==> src/hw/rtl/rlcv_pkg.sv <==
// Types and constants shared by the valve position controller, datapath and checker.
`default_nettype none
package rlcv_pkg;

	localparam int unsigned POS_W      = 17;
	localparam int unsigned PRESS_W    = 32;
	localparam int unsigned DT_W       = 24;
	localparam int unsigned CFG_IDX_W  = 3;
	localparam int unsigned CFG_DATA_W = 32;

	// Fully open position in Q1.16
	localparam logic [POS_W-1:0] FULL_OPEN = 17'h10000;

	// Quotient bits of the ramp divide
	localparam int unsigned DIV_STEPS = 16;
	localparam int unsigned CNT_W     = $clog2(DIV_STEPS);

	// Register indexes
	localparam logic [CFG_IDX_W-1:0] CFG_CLOSE_PRESSURE   = 3'd0;
	localparam logic [CFG_IDX_W-1:0] CFG_OPEN_PRESSURE    = 3'd1;
	localparam logic [CFG_IDX_W-1:0] CFG_RATE_LIMIT       = 3'd2;
	localparam logic [CFG_IDX_W-1:0] CFG_STUCK_ENABLE     = 3'd3;
	localparam logic [CFG_IDX_W-1:0] CFG_FAIL_TO_ENABLE   = 3'd4;
	localparam logic [CFG_IDX_W-1:0] CFG_FAIL_TO_POSITION = 3'd5;

	// Controller to datapath commands
	typedef struct packed {
		logic load;
		logic init;
		logic step;
		logic commit;
	} cmd_t;

	// Datapath to controller status
	typedef struct packed {
		logic need_div;
	} sts_t;

endpackage
`default_nettype wire

==> src/hw/rtl/rlcv_ctrl.sv <==
// Sequencer for one tick: load, setup, divide steps if needed, commit to the output word.
`default_nettype none
module rlcv_ctrl
	import rlcv_pkg::*;
(
	input  wire logic clk,
	input  wire logic arst_n,
	input  wire logic in_valid,
	output logic      in_stall,
	output logic      out_valid,
	input  wire logic out_stall,
	output cmd_t      cmd,
	input  wire sts_t sts
);

	typedef enum logic [1:0] {
		ST_IDLE,
		ST_CALC,
		ST_DIV,
		ST_FIN
	} state_t;

	localparam logic [CNT_W-1:0] CNT_LAST = CNT_W'(DIV_STEPS - 1);

	state_t           state_q;
	logic [CNT_W-1:0] cnt_q;
	logic             out_valid_q;
	logic             in_acc;
	logic             out_free;
	logic             commit;

	// Handshake decode
	assign in_acc   = in_valid && (state_q == ST_IDLE);
	assign out_free = !out_valid_q || !out_stall;
	assign commit   = (state_q == ST_FIN) && out_free;

	assign in_stall  = (state_q != ST_IDLE);
	assign out_valid = out_valid_q;

	// Issue commands from the current state
	assign cmd.load   = in_acc;
	assign cmd.init   = (state_q == ST_CALC);
	assign cmd.step   = (state_q == ST_DIV);
	assign cmd.commit = commit;

	// Hold state, step counter and output valid
	always_ff @(posedge clk or negedge arst_n) begin
		if (!arst_n) begin
			state_q     <= ST_IDLE;
			cnt_q       <= '0;
			out_valid_q <= 1'b0;
		end else begin
			if (commit) begin
				out_valid_q <= 1'b1;
			end else if (!out_stall) begin
				out_valid_q <= 1'b0;
			end
			unique case (state_q)
				ST_IDLE: begin
					if (in_acc) state_q <= ST_CALC;
				end
				ST_CALC: begin
					cnt_q   <= '0;
					state_q <= sts.need_div ? ST_DIV : ST_FIN;
				end
				ST_DIV: begin
					cnt_q <= cnt_q + 1'b1;
					if (cnt_q == CNT_LAST) state_q <= ST_FIN;
				end
				ST_FIN: begin
					if (out_free) state_q <= ST_IDLE;
				end
				default: state_q <= ST_IDLE;
			endcase
		end
	end

endmodule
`default_nettype wire

==> src/hw/rtl/rlcv_dp.sv <==
// Datapath: settings, rate product, ramp divider and position clamp.
`default_nettype none
module rlcv_dp
	import rlcv_pkg::*;
(
	input  wire logic                  clk,
	input  wire logic                  arst_n,
	input  wire logic                  cfg_wr_en,
	input  wire logic [CFG_IDX_W-1:0]  cfg_index,
	input  wire logic [CFG_DATA_W-1:0] cfg_data,
	input  wire logic [PRESS_W-1:0]    pressure_drop,
	input  wire logic [DT_W-1:0]       time_step,
	input  wire cmd_t                  cmd,
	output sts_t                       sts,
	output logic [POS_W-1:0]           valve_position
);

	localparam int unsigned PROD_W = PRESS_W + DT_W;

	// Settings
	logic signed [PRESS_W-1:0] close_q;
	logic signed [PRESS_W-1:0] open_q;
	logic [PRESS_W-1:0]        rate_q;
	logic                      stuck_q;
	logic                      fail_q;
	logic [POS_W-1:0]          ftp_q;

	// Position state
	logic [POS_W-1:0] pos_q;

	// Working registers
	logic signed [PRESS_W-1:0] drop_s1;
	logic [PROD_W-1:0]         prod_s1;
	logic [PRESS_W-1:0]        rem_q;
	logic [PRESS_W-1:0]        den_q;
	logic [POS_W-1:0]          target_q;
	logic [POS_W-1:0]          delta_q;

	logic                      ge_open;
	logic                      le_close;
	logic [PRESS_W:0]          num_diff;
	logic [PRESS_W:0]          den_diff;
	logic [PROD_W-17:0]        md;
	logic [POS_W-1:0]          delta_c;
	logic [PRESS_W:0]          rem_sh;
	logic                      q_bit;
	logic [POS_W:0]            hi_sum;
	logic [POS_W-1:0]          hi_c;
	logic [POS_W-1:0]          lo_c;
	logic [POS_W-1:0]          ramp_pos;
	logic [POS_W-1:0]          ftp_clamp;
	logic [POS_W-1:0]          new_pos;

	// Compare the drop against the thresholds and form the ramp operands
	always_comb begin
		ge_open  = (drop_s1 >= open_q);
		le_close = (drop_s1 <= close_q);
		num_diff = {drop_s1[PRESS_W-1], drop_s1} - {close_q[PRESS_W-1], close_q};
		den_diff = {open_q[PRESS_W-1], open_q} - {close_q[PRESS_W-1], close_q};
		sts.need_div = !stuck_q && !fail_q && !ge_open && !le_close;
	end

	// Saturate the rate product to one full stroke
	assign md      = prod_s1[PROD_W-1:16];
	assign delta_c = (md > (PROD_W-16)'(FULL_OPEN)) ? FULL_OPEN : md[POS_W-1:0];

	// One restoring divide step
	assign rem_sh = {rem_q, 1'b0};
	assign q_bit  = (rem_sh >= {1'b0, den_q});

	// Clamp the ramp target around the old position; stuck or fail-to wins
	always_comb begin
		hi_sum = {1'b0, pos_q} + {1'b0, delta_q};
		hi_c   = (hi_sum > {1'b0, FULL_OPEN}) ? FULL_OPEN : hi_sum[POS_W-1:0];
		lo_c   = (pos_q > delta_q) ? (pos_q - delta_q) : '0;
		ramp_pos = (target_q > hi_c) ? hi_c : target_q;
		if (ramp_pos < lo_c) ramp_pos = lo_c;
		ftp_clamp = (ftp_q > FULL_OPEN) ? FULL_OPEN : ftp_q;
		if (stuck_q) begin
			new_pos = pos_q;
		end else if (fail_q) begin
			new_pos = ftp_clamp;
		end else begin
			new_pos = ramp_pos;
		end
	end

	// Write settings and advance the position
	always_ff @(posedge clk or negedge arst_n) begin
		if (!arst_n) begin
			close_q <= '0;
			open_q  <= '0;
			rate_q  <= '0;
			stuck_q <= 1'b0;
			fail_q  <= 1'b0;
			ftp_q   <= '0;
			pos_q   <= '0;
		end else begin
			if (cfg_wr_en) begin
				unique case (cfg_index)
					CFG_CLOSE_PRESSURE:   close_q <= cfg_data;
					CFG_OPEN_PRESSURE:    open_q  <= cfg_data;
					CFG_RATE_LIMIT:       rate_q  <= cfg_data;
					CFG_STUCK_ENABLE:     stuck_q <= cfg_data[0];
					CFG_FAIL_TO_ENABLE:   fail_q  <= cfg_data[0];
					CFG_FAIL_TO_POSITION: ftp_q   <= cfg_data[POS_W-1:0];
					default: ;
				endcase
			end
			if (cmd.commit) pos_q <= new_pos;
		end
	end

	// Load the word, set up the divide, then shift in quotient bits
	always_ff @(posedge clk) begin
		if (cmd.load) begin
			drop_s1 <= pressure_drop;
			prod_s1 <= PROD_W'(rate_q) * PROD_W'(time_step);
		end
		if (cmd.init) begin
			rem_q    <= num_diff[PRESS_W-1:0];
			den_q    <= den_diff[PRESS_W-1:0];
			target_q <= ge_open ? FULL_OPEN : '0;
			delta_q  <= delta_c;
		end
		if (cmd.step) begin
			rem_q    <= q_bit ? PRESS_W'(rem_sh - {1'b0, den_q}) : rem_sh[PRESS_W-1:0];
			target_q <= {target_q[POS_W-2:0], q_bit};
		end
	end

	assign valve_position = pos_q;

endmodule
`default_nettype wire

==> src/hw/rtl/rate_limited_check_valve_position.sv <==
// Rate-limited check valve position: one position update per accepted tick.
//
// Input channel: in_valid/in_stall carry a pressure drop (Q16.16 signed)
// and a time step (Q8.16). Output channel: out_valid/out_stall carry the
// new valve position (Q1.16, 65536 fully open), one word per input word.
// Settings are written through cfg_wr_en/cfg_index/cfg_data while idle.
//
// An accepted tick is loaded and set up; a tick inside the ramp band
// then runs 16 radix-2 restoring divider steps, while ticks at the end
// stops, stuck or forced to the fail-to position skip the divider. The
// result is committed once the output word is free. No new tick is
// accepted before the block is idle again after that commit.
//
// The output word is the position register itself. A finished word may
// wait under out_stall while the next tick is accepted and worked on; the
// commit of that next tick waits until the waiting word is taken.
// Reset clears all settings and closes the valve (position 0).
`default_nettype none
module rate_limited_check_valve_position
	import rlcv_pkg::*;
(
	input  wire logic                  clk,
	input  wire logic                  arst_n,
	input  wire logic                  cfg_wr_en,
	input  wire logic [CFG_IDX_W-1:0]  cfg_index,
	input  wire logic [CFG_DATA_W-1:0] cfg_data,
	input  wire logic                  in_valid,
	output logic                       in_stall,
	input  wire logic [PRESS_W-1:0]    pressure_drop,
	input  wire logic [DT_W-1:0]       time_step,
	output logic                       out_valid,
	input  wire logic                  out_stall,
	output logic [POS_W-1:0]           valve_position
);

	cmd_t cmd;
	sts_t sts;

	// Sequence each tick
	rlcv_ctrl u_ctrl (
		.clk       (clk),
		.arst_n    (arst_n),
		.in_valid  (in_valid),
		.in_stall  (in_stall),
		.out_valid (out_valid),
		.out_stall (out_stall),
		.cmd       (cmd),
		.sts       (sts)
	);

	// Compute the new position
	rlcv_dp u_dp (
		.clk            (clk),
		.arst_n         (arst_n),
		.cfg_wr_en      (cfg_wr_en),
		.cfg_index      (cfg_index),
		.cfg_data       (cfg_data),
		.pressure_drop  (pressure_drop),
		.time_step      (time_step),
		.cmd            (cmd),
		.sts            (sts),
		.valve_position (valve_position)
	);

endmodule
`default_nettype wire

==> config.mk <==
export PLATFORM = sky130hd
export DESIGN_NAME = rate_limited_check_valve_position
export DESIGN_NICKNAME = d
export VERILOG_FILES = /design/src/hw/rtl/rlcv_pkg.sv /design/src/hw/rtl/rlcv_ctrl.sv /design/src/hw/rtl/rlcv_dp.sv /design/src/hw/rtl/rate_limited_check_valve_position.sv
export SDC_FILE = /design/constraint.sdc
export NUM_CORES = 2
export LEC_CHECK = 0
export BUFFER_PORTS_ARGS = -buffer_cell sky130_fd_sc_hd__buf_2
export CAP_MARGIN = 15
export CORE_MARGIN = 3
export CORE_UTILIZATION = 55
export DETAILED_ROUTE_END_ITERATION = 10
export GPL_TIMING_DRIVEN = 0
export HOLD_SLACK_MARGIN = 0.12
export PLACE_DENSITY_LB_ADDON = 0.05
export SLEW_MARGIN = 25
export SYNTH_ARGS = -nofsm -noshare
export SYNTH_HDL_FRONTEND = slang
export SYNTH_SLANG_ARGS = --single-unit
export TNS_END_PERCENT = 50
==> constraint.sdc <==
create_clock -name clk -period 9.35 [get_ports clk]
set_clock_uncertainty 0.05 [all_clocks]
set_input_delay 0.935 -clock clk [delete_from_list [all_inputs] [get_ports clk]]
set_output_delay 0.935 -clock clk [all_outputs]
set_load 0.02 [all_outputs]
# Yosys cells after proc, flatten, opt, wreduce, memory -nomap -nowiden
# Index checks and enable logic that the tools add are counted.
op_classes:
  n_bitwise: 1
  n_lt_le_gt_ge: 9
  n_reduce_logical: 24
  n_addsub: 6
  n_mul: 1
  n_mux: 20
  n_eq_ne: 13
op_table:
  columns: ["cell", "count"]
  rows:
  - ["2-to-1 mux 17 bit", 9]
  - ["2-to-1 mux 32 bit", 3]
  - ["subtractor 32 bit", 3]
  - ["multiplier 32 x 24 -> 56 bit", 1]
  - ["> comparator 40 x 17 -> 1 bit (second input constant)", 1]
  - ["> comparator 17 bit", 2]
  - ["greater-or-equal comparator 33 x 32 -> 1 bit", 1]
  - ["greater-or-equal comparator 32 bit", 1]
  - ["<= comparator 32 bit", 1]
  - ["adder 17 x 17 -> 18 bit", 1]
  - ["> comparator 18 x 17 -> 1 bit (second input constant)", 1]
  - ["> comparator 17 bit (second input constant)", 1]
  - ["< comparator 17 bit", 1]
  - ["subtractor 17 bit", 1]
  - ["AND reduction 2 bit", 7]
  - ["inequality test 2 x 1 -> 1 bit (second input constant)", 4]
  - ["one-hot mux 2 bit (4 select lines)", 1]
  - ["one-hot mux 4 bit (2 select lines)", 1]
  - ["== test 3 x 2 -> 1 bit (second input constant)", 2]
  - ["== test 3 bit (second input constant)", 2]
  - ["zero test 1 bit", 6]
  - ["2-to-1 mux 2 bit", 3]
  - ["logical AND 1 bit", 5]
  - ["adder 4 x 1 -> 4 bit (second input constant)", 1]
  - ["other kinds (11)", 15]
totals:
  word_cells: 90
  input_bits: 96
  ff_bits: 325

# Logic depth before layout (Yosys ltp)
logic_depth:
  ltp_word: 8
  mapped_depth: 35
  mapped_depth_nobuf: 32

# Cells and area by module
# From an unflattened synthesis, not the netlist that was laid out.
unflattened:
  cells_unflattened: 4689
  hier_area_um2: 43868.3
modules_own_cells:
  columns: ["module", "cells_each", "instances", "area_per_inst_um2", "seq_area_each_um2"]
  rows:
  - ["rlcv_dp", 4643, 1, 43415.4, 8408.1]
  - ["rlcv_ctrl", 46, 1, 452.9, 175.2]

# Worst setup path before layout
# No wires, ideal clock.
synth_timing:
  kind: "input -> register"
  startpoint: "input time_step[9]"
  endpoint: "register u_dp.prod_s1[52] (data pin)"
  arrival_time_ps: 7346
  n_path_buf: 1
  path_stages: 23
  setup_slack_ps: 1696
  t_required_ps: 9042
  path_cell_list: "clkbuf_1 nand2_1 fa_1 inv_1 fa_1 inv_1 fa_1 fa_1 fa_1 fa_1 inv_1 fa_1 ha_1 a21o_1 a21oi_1 o221ai_1 a221o_1 nor3_2 a211oi_1 or3_1 a221oi_1 o21ba_2 xnor2_1"
synth_between:
  elab_chain_len: 1
synth_rtl:
  columns: ["item", "line_no", "rtl"]
  rows:
  - ["start: declaration", "rate_limited_check_valve_position.sv:30", "input wire logic [DT_W-1:0] time_step,"]
  - ["multiplier 32 x 24 -> 56 bit", "rlcv_dp.sv:118", "prod_s1 <= PROD_W'(rate_q) * PROD_W'(time_step);"]
  - ["end signal: assignment", "rlcv_dp.sv:118", null]
  - ["end: declaration", "rlcv_dp.sv:33", "logic [PROD_W-1:0] prod_s1;"]
# No other way between the ends.
# A chain may end at the register's enable or synchronous reset.

# Worst setup path in the final report
layout_timing:
  startpoint: "register u_dp.rate_q[7]"
  endpoint: "register u_dp.prod_s1[52] (data pin)"
layout_between:
  elab_chain_len: 1
layout_rtl:
  columns: ["item", "line_no", "rtl"]
  rows:
  - ["start: declaration", "rlcv_dp.sv:23", "logic [PRESS_W-1:0] rate_q;"]
  - ["start signal: assignment", "rlcv_dp.sv:103", "CFG_RATE_LIMIT: rate_q <= cfg_data;"]
  - ["multiplier 32 x 24 -> 56 bit", "rlcv_dp.sv:118", null]
# No other way between the ends.

==> flow_summary.ini <==
[routing]
wire_per_inst_um = 23.63
number_of_design_rule_violations_left_after_detail_routing = 0
antenna_violating_nets_remaining = 0
vias_per_cell = 5.749
drtIter0Drc = 2968
totalWireLength_mm = 139.1
first_pass_iters = 6
num_vias = 33860

[timing]
post-route-period-util = 0.9571
achievable-frequency_mhz = 111.7
setup-violations-final = 0
worst_slew_margin = 0.2522
report.final.slew_viol_count = 0
slew_at_the_pin_closest_to_its_max_slew_limit_ps = 1122
finalHoldViolCount = 0
timing.final.crit_period_ps = 8949
fin_tns_setup_ps = 0
grt_setup_unrepaired = false

[logic_synthesis]
synth-main-ff-cell = sky130_fd_sc_hd__edfxtp_1
syn_avg_cell_area_um2 = 9.364
yosys_warnings = 0
syn-instance-count = 4647
synth.yosys.seq_area_share = 0.1973
synth.net_count = 5783
synthesis.area_um2 = 43510
async_flop_share = 0.4498
postSynthRegisterBits = 309
synth_enable_flop_cells = 170
synth.lib_cells_used.distinct = 91

[hold_path]
holdCritPathClass = in -> async

[global_routing]
antenna_found_initial = 4
grt_first_pass_wirelength_mm = 210.8
met1_global_route_usage = 0.4758
grt_max_degree = 90
globalRouteMet2Util = 0.5420
met3_usage = 0.06511
gr_peak_layer = met2
grt_use_total = 0.3442
grt_overflow_total = 0
first_global_vias = 34330

[clock_network]
clk_path_buf_depth = 3
hold_buffers_post_cts = 0
worstSkewPairLatency_ps = 550
tritoncts_clock_tree = done
numClockSinks = 309
clk_root_buffer_cell = sky130_fd_sc_hd__clkbuf_16
clk_pin_slew_ps = 60
h-tree-depth = 2
cts-buffers-inserted = 37

[flow_run]
drv_cap = 0

[placed_design]
detailed_place_hpwl_mm = 113.3
io_buffer_count = 113
placedInstanceArea_um2 = 45600
gp_congestion = 0.9903

[worst_setup_path]
startpoint_types = flop
critical_path.max_fanout = 10
worstPathRequired_ps = 9600
critical_path_arrival_ps = 9200
endpoint_kind = flop
criticalPathCategory = reg -> reg

[floorplan]
initial_core_util = 0.5589
ios = 115
fp.coreArea_um2 = 77850
area_enclosed_by_the_die_boundary_um2 = 82530
die_h_um = 287.3
num_rows = 102
fp.dieW_um = 287.3

[status]
run_status = finished clean

[finish]
finish.net_count = 5948
final_design_area_no_fill_um2 = 46980
drive_gt1_frac = 0.06281
layout-area-overhead-vs-synth_pct = 7.957
layout.cells.most_common = sky130_fd_sc_hd__inv_1
fillers = 6918
register_area_um2 = 8583
mostFrequentLayoutCells = sky130_fd_sc_hd__inv_1, sky130_fd_sc_hd__nand2_1, sky130_fd_sc_hd__fa_1, sky130_fd_sc_hd__ha_1, sky130_fd_sc_hd__and2_1
final_util = 0.6034
area_taken_by_multi_input_logic_gates_um2 = 31170
## critical path: stages (launching register included)
cell,delay (ps)
sky130_fd_sc_hd__dfrtp_1,600
sky130_fd_sc_hd__clkbuf_1,570
sky130_fd_sc_hd__nand2_1,170
sky130_fd_sc_hd__fa_1,570
sky130_fd_sc_hd__inv_1,50
sky130_fd_sc_hd__fa_1,510
sky130_fd_sc_hd__inv_1,70
sky130_fd_sc_hd__fa_1,530
sky130_fd_sc_hd__inv_1,90
sky130_fd_sc_hd__fa_1,580
sky130_fd_sc_hd__inv_1,80
sky130_fd_sc_hd__fa_1,480
sky130_fd_sc_hd__fa_1,500
sky130_fd_sc_hd__inv_1,60
sky130_fd_sc_hd__fa_1,460
sky130_fd_sc_hd__ha_1,450
sky130_fd_sc_hd__a21oi_2,370
sky130_fd_sc_hd__o21ai_0,230
sky130_fd_sc_hd__o31ai_1,460
sky130_fd_sc_hd__nor2b_1,150
sky130_fd_sc_hd__nor3_4,170
sky130_fd_sc_hd__buf_12,160
sky130_fd_sc_hd__a211oi_1,130
sky130_fd_sc_hd__or3_1,450
sky130_fd_sc_hd__a221oi_1,480
sky130_fd_sc_hd__o21ba_2,200
sky130_fd_sc_hd__xnor2_1,60
## sequential cells by signal, summed over array words and instances (netlist names)
name                 flops
u_dp.close_q            32
u_dp.ftp_q              17
u_dp.fail_q              1
u_dp.target_q           17
u_ctrl.cnt_q             4
u_dp.delta_q            17
u_dp.open_q             32
u_dp.prod_s1            40
u_ctrl.state_q           2
u_dp.valve_position     17
u_dp.drop_s1            32
u_dp.rem_q              32
u_dp.den_q              32
u_dp.stuck_q             1
u_dp.rate_q             32
u_ctrl.out_valid         1
## layer usage
| metal | routed length [um] | share of wire |
|---|---|---|
| met1 | 56880 | 0.41 |
| met2 | 62790 | 0.45 |
| met4 | 6089 | 0.044 |
| met3 | 13380 | 0.096 |
| met5 | 0 | 0 |
## what timing repair did
item | CTS | global route
resized for setup | 5 | 4
pin swaps | 1 | 1
gates cloned | 0 | 0
buffers inserted | 2 | 2
endpoints found under the setup margin | 9 | 19
## per-stage QoR
stage,setup WS (ps),hold WS [ps],cells
6_report,401.3,242.4,5889
5_1_grt,9.223,250.7,5881
4_1_cts,344.1,237.2,5877
3_5_place_dp,-1027,471.5,5809
3_3_place_gp,-1110,474.5,5800
2_1_floorplan,1696,452.1,4647
## worst paths after layout
path / from / endpoint / slack [ps] / depth (start not counted)
setup / recovery: u_dp.rate_q[7]$_DFFE_PN0P_ / u_dp.prod_s1[52]$_DFFE_PP_ / 400 / 26
hold / removal: arst_n / u_dp.open_q[29]$_DFFE_PN0P_ / 240 / 1
setup reg to reg: u_dp.rate_q[7]$_DFFE_PN0P_ / u_dp.prod_s1[52]$_DFFE_PP_ / 400 / 26
hold reg to reg: u_dp.ftp_q[3]$_DFFE_PN0P_ / u_dp.ftp_q[3]$_DFFE_PN0P_ / 490 / 1
max in group asynchronous: arst_n / u_dp.rate_q[2]$_DFFE_PN0P_ / 8150 / 2
min in group clk: u_dp.ftp_q[3]$_DFFE_PN0P_ / u_dp.ftp_q[3]$_DFFE_PN0P_ / 490 / 1
## synthesized netlist by cell type, types with 19 or more instances
library cell	n	area [um2]
sky130_fd_sc_hd__o21ai_0	157	785.8
sky130_fd_sc_hd__nor2_1	134	503.0
sky130_fd_sc_hd__and2_1	322	2014
sky130_fd_sc_hd__o21a_1	35	262.8
sky130_fd_sc_hd__o21bai_1	19	142.6
sky130_fd_sc_hd__dfrtp_1	139	3478
sky130_fd_sc_hd__nand2b_1	27	168.9
sky130_fd_sc_hd__edfxtp_1	170	5105
sky130_fd_sc_hd__nor4_1	27	168.9
sky130_fd_sc_hd__and3_1	22	137.6
sky130_fd_sc_hd__a21oi_1	154	770.7
sky130_fd_sc_hd__nand3_1	52	260.3
sky130_fd_sc_hd__xor2_1	36	315.3
sky130_fd_sc_hd__a31oi_1	25	156.4
sky130_fd_sc_hd__nor3_1	52	260.3
sky130_fd_sc_hd__inv_1	807	3029
sky130_fd_sc_hd__a21o_1	76	570.6
sky130_fd_sc_hd__clkbuf_1	183	686.9
sky130_fd_sc_hd__nand2_1	682	2560
sky130_fd_sc_hd__o211ai_1	23	172.7
sky130_fd_sc_hd__ha_1	378	4730
sky130_fd_sc_hd__mux2i_1	36	360.4
sky130_fd_sc_hd__nand4_1	28	175.2
sky130_fd_sc_hd__xnor2_1	96	840.8
sky130_fd_sc_hd__nor2b_1	36	225.2
sky130_fd_sc_hd__mux2_2	55	619.3
sky130_fd_sc_hd__fa_1	662	13250
## logic make-up after synthesis
kind of cell    synth area share
compound gates           0.09081
xor+xnor                 0.02657
fa+ha+maj                 0.4133
buf+inv                  0.08790
flops                     0.1973
mux                      0.02251
simple gates              0.1617
## layout make-up
cell class	count	share of cell area
Timing Repair Buffer	127	0.01681
Multi-Input combinational cell	3331	0.6635
Tap cell	1040	0.02770
Clock inverter	21	0.005514
Inverter	808	0.06456
Antenna cell	9	0.0004794
Clock buffer	46	0.02179
Buffer	198	0.01694
Sequential cell	309	0.1827
Power is not shown: default switching activity piles up to over one toggle a cycle in this logic, so the estimate is an artifact.
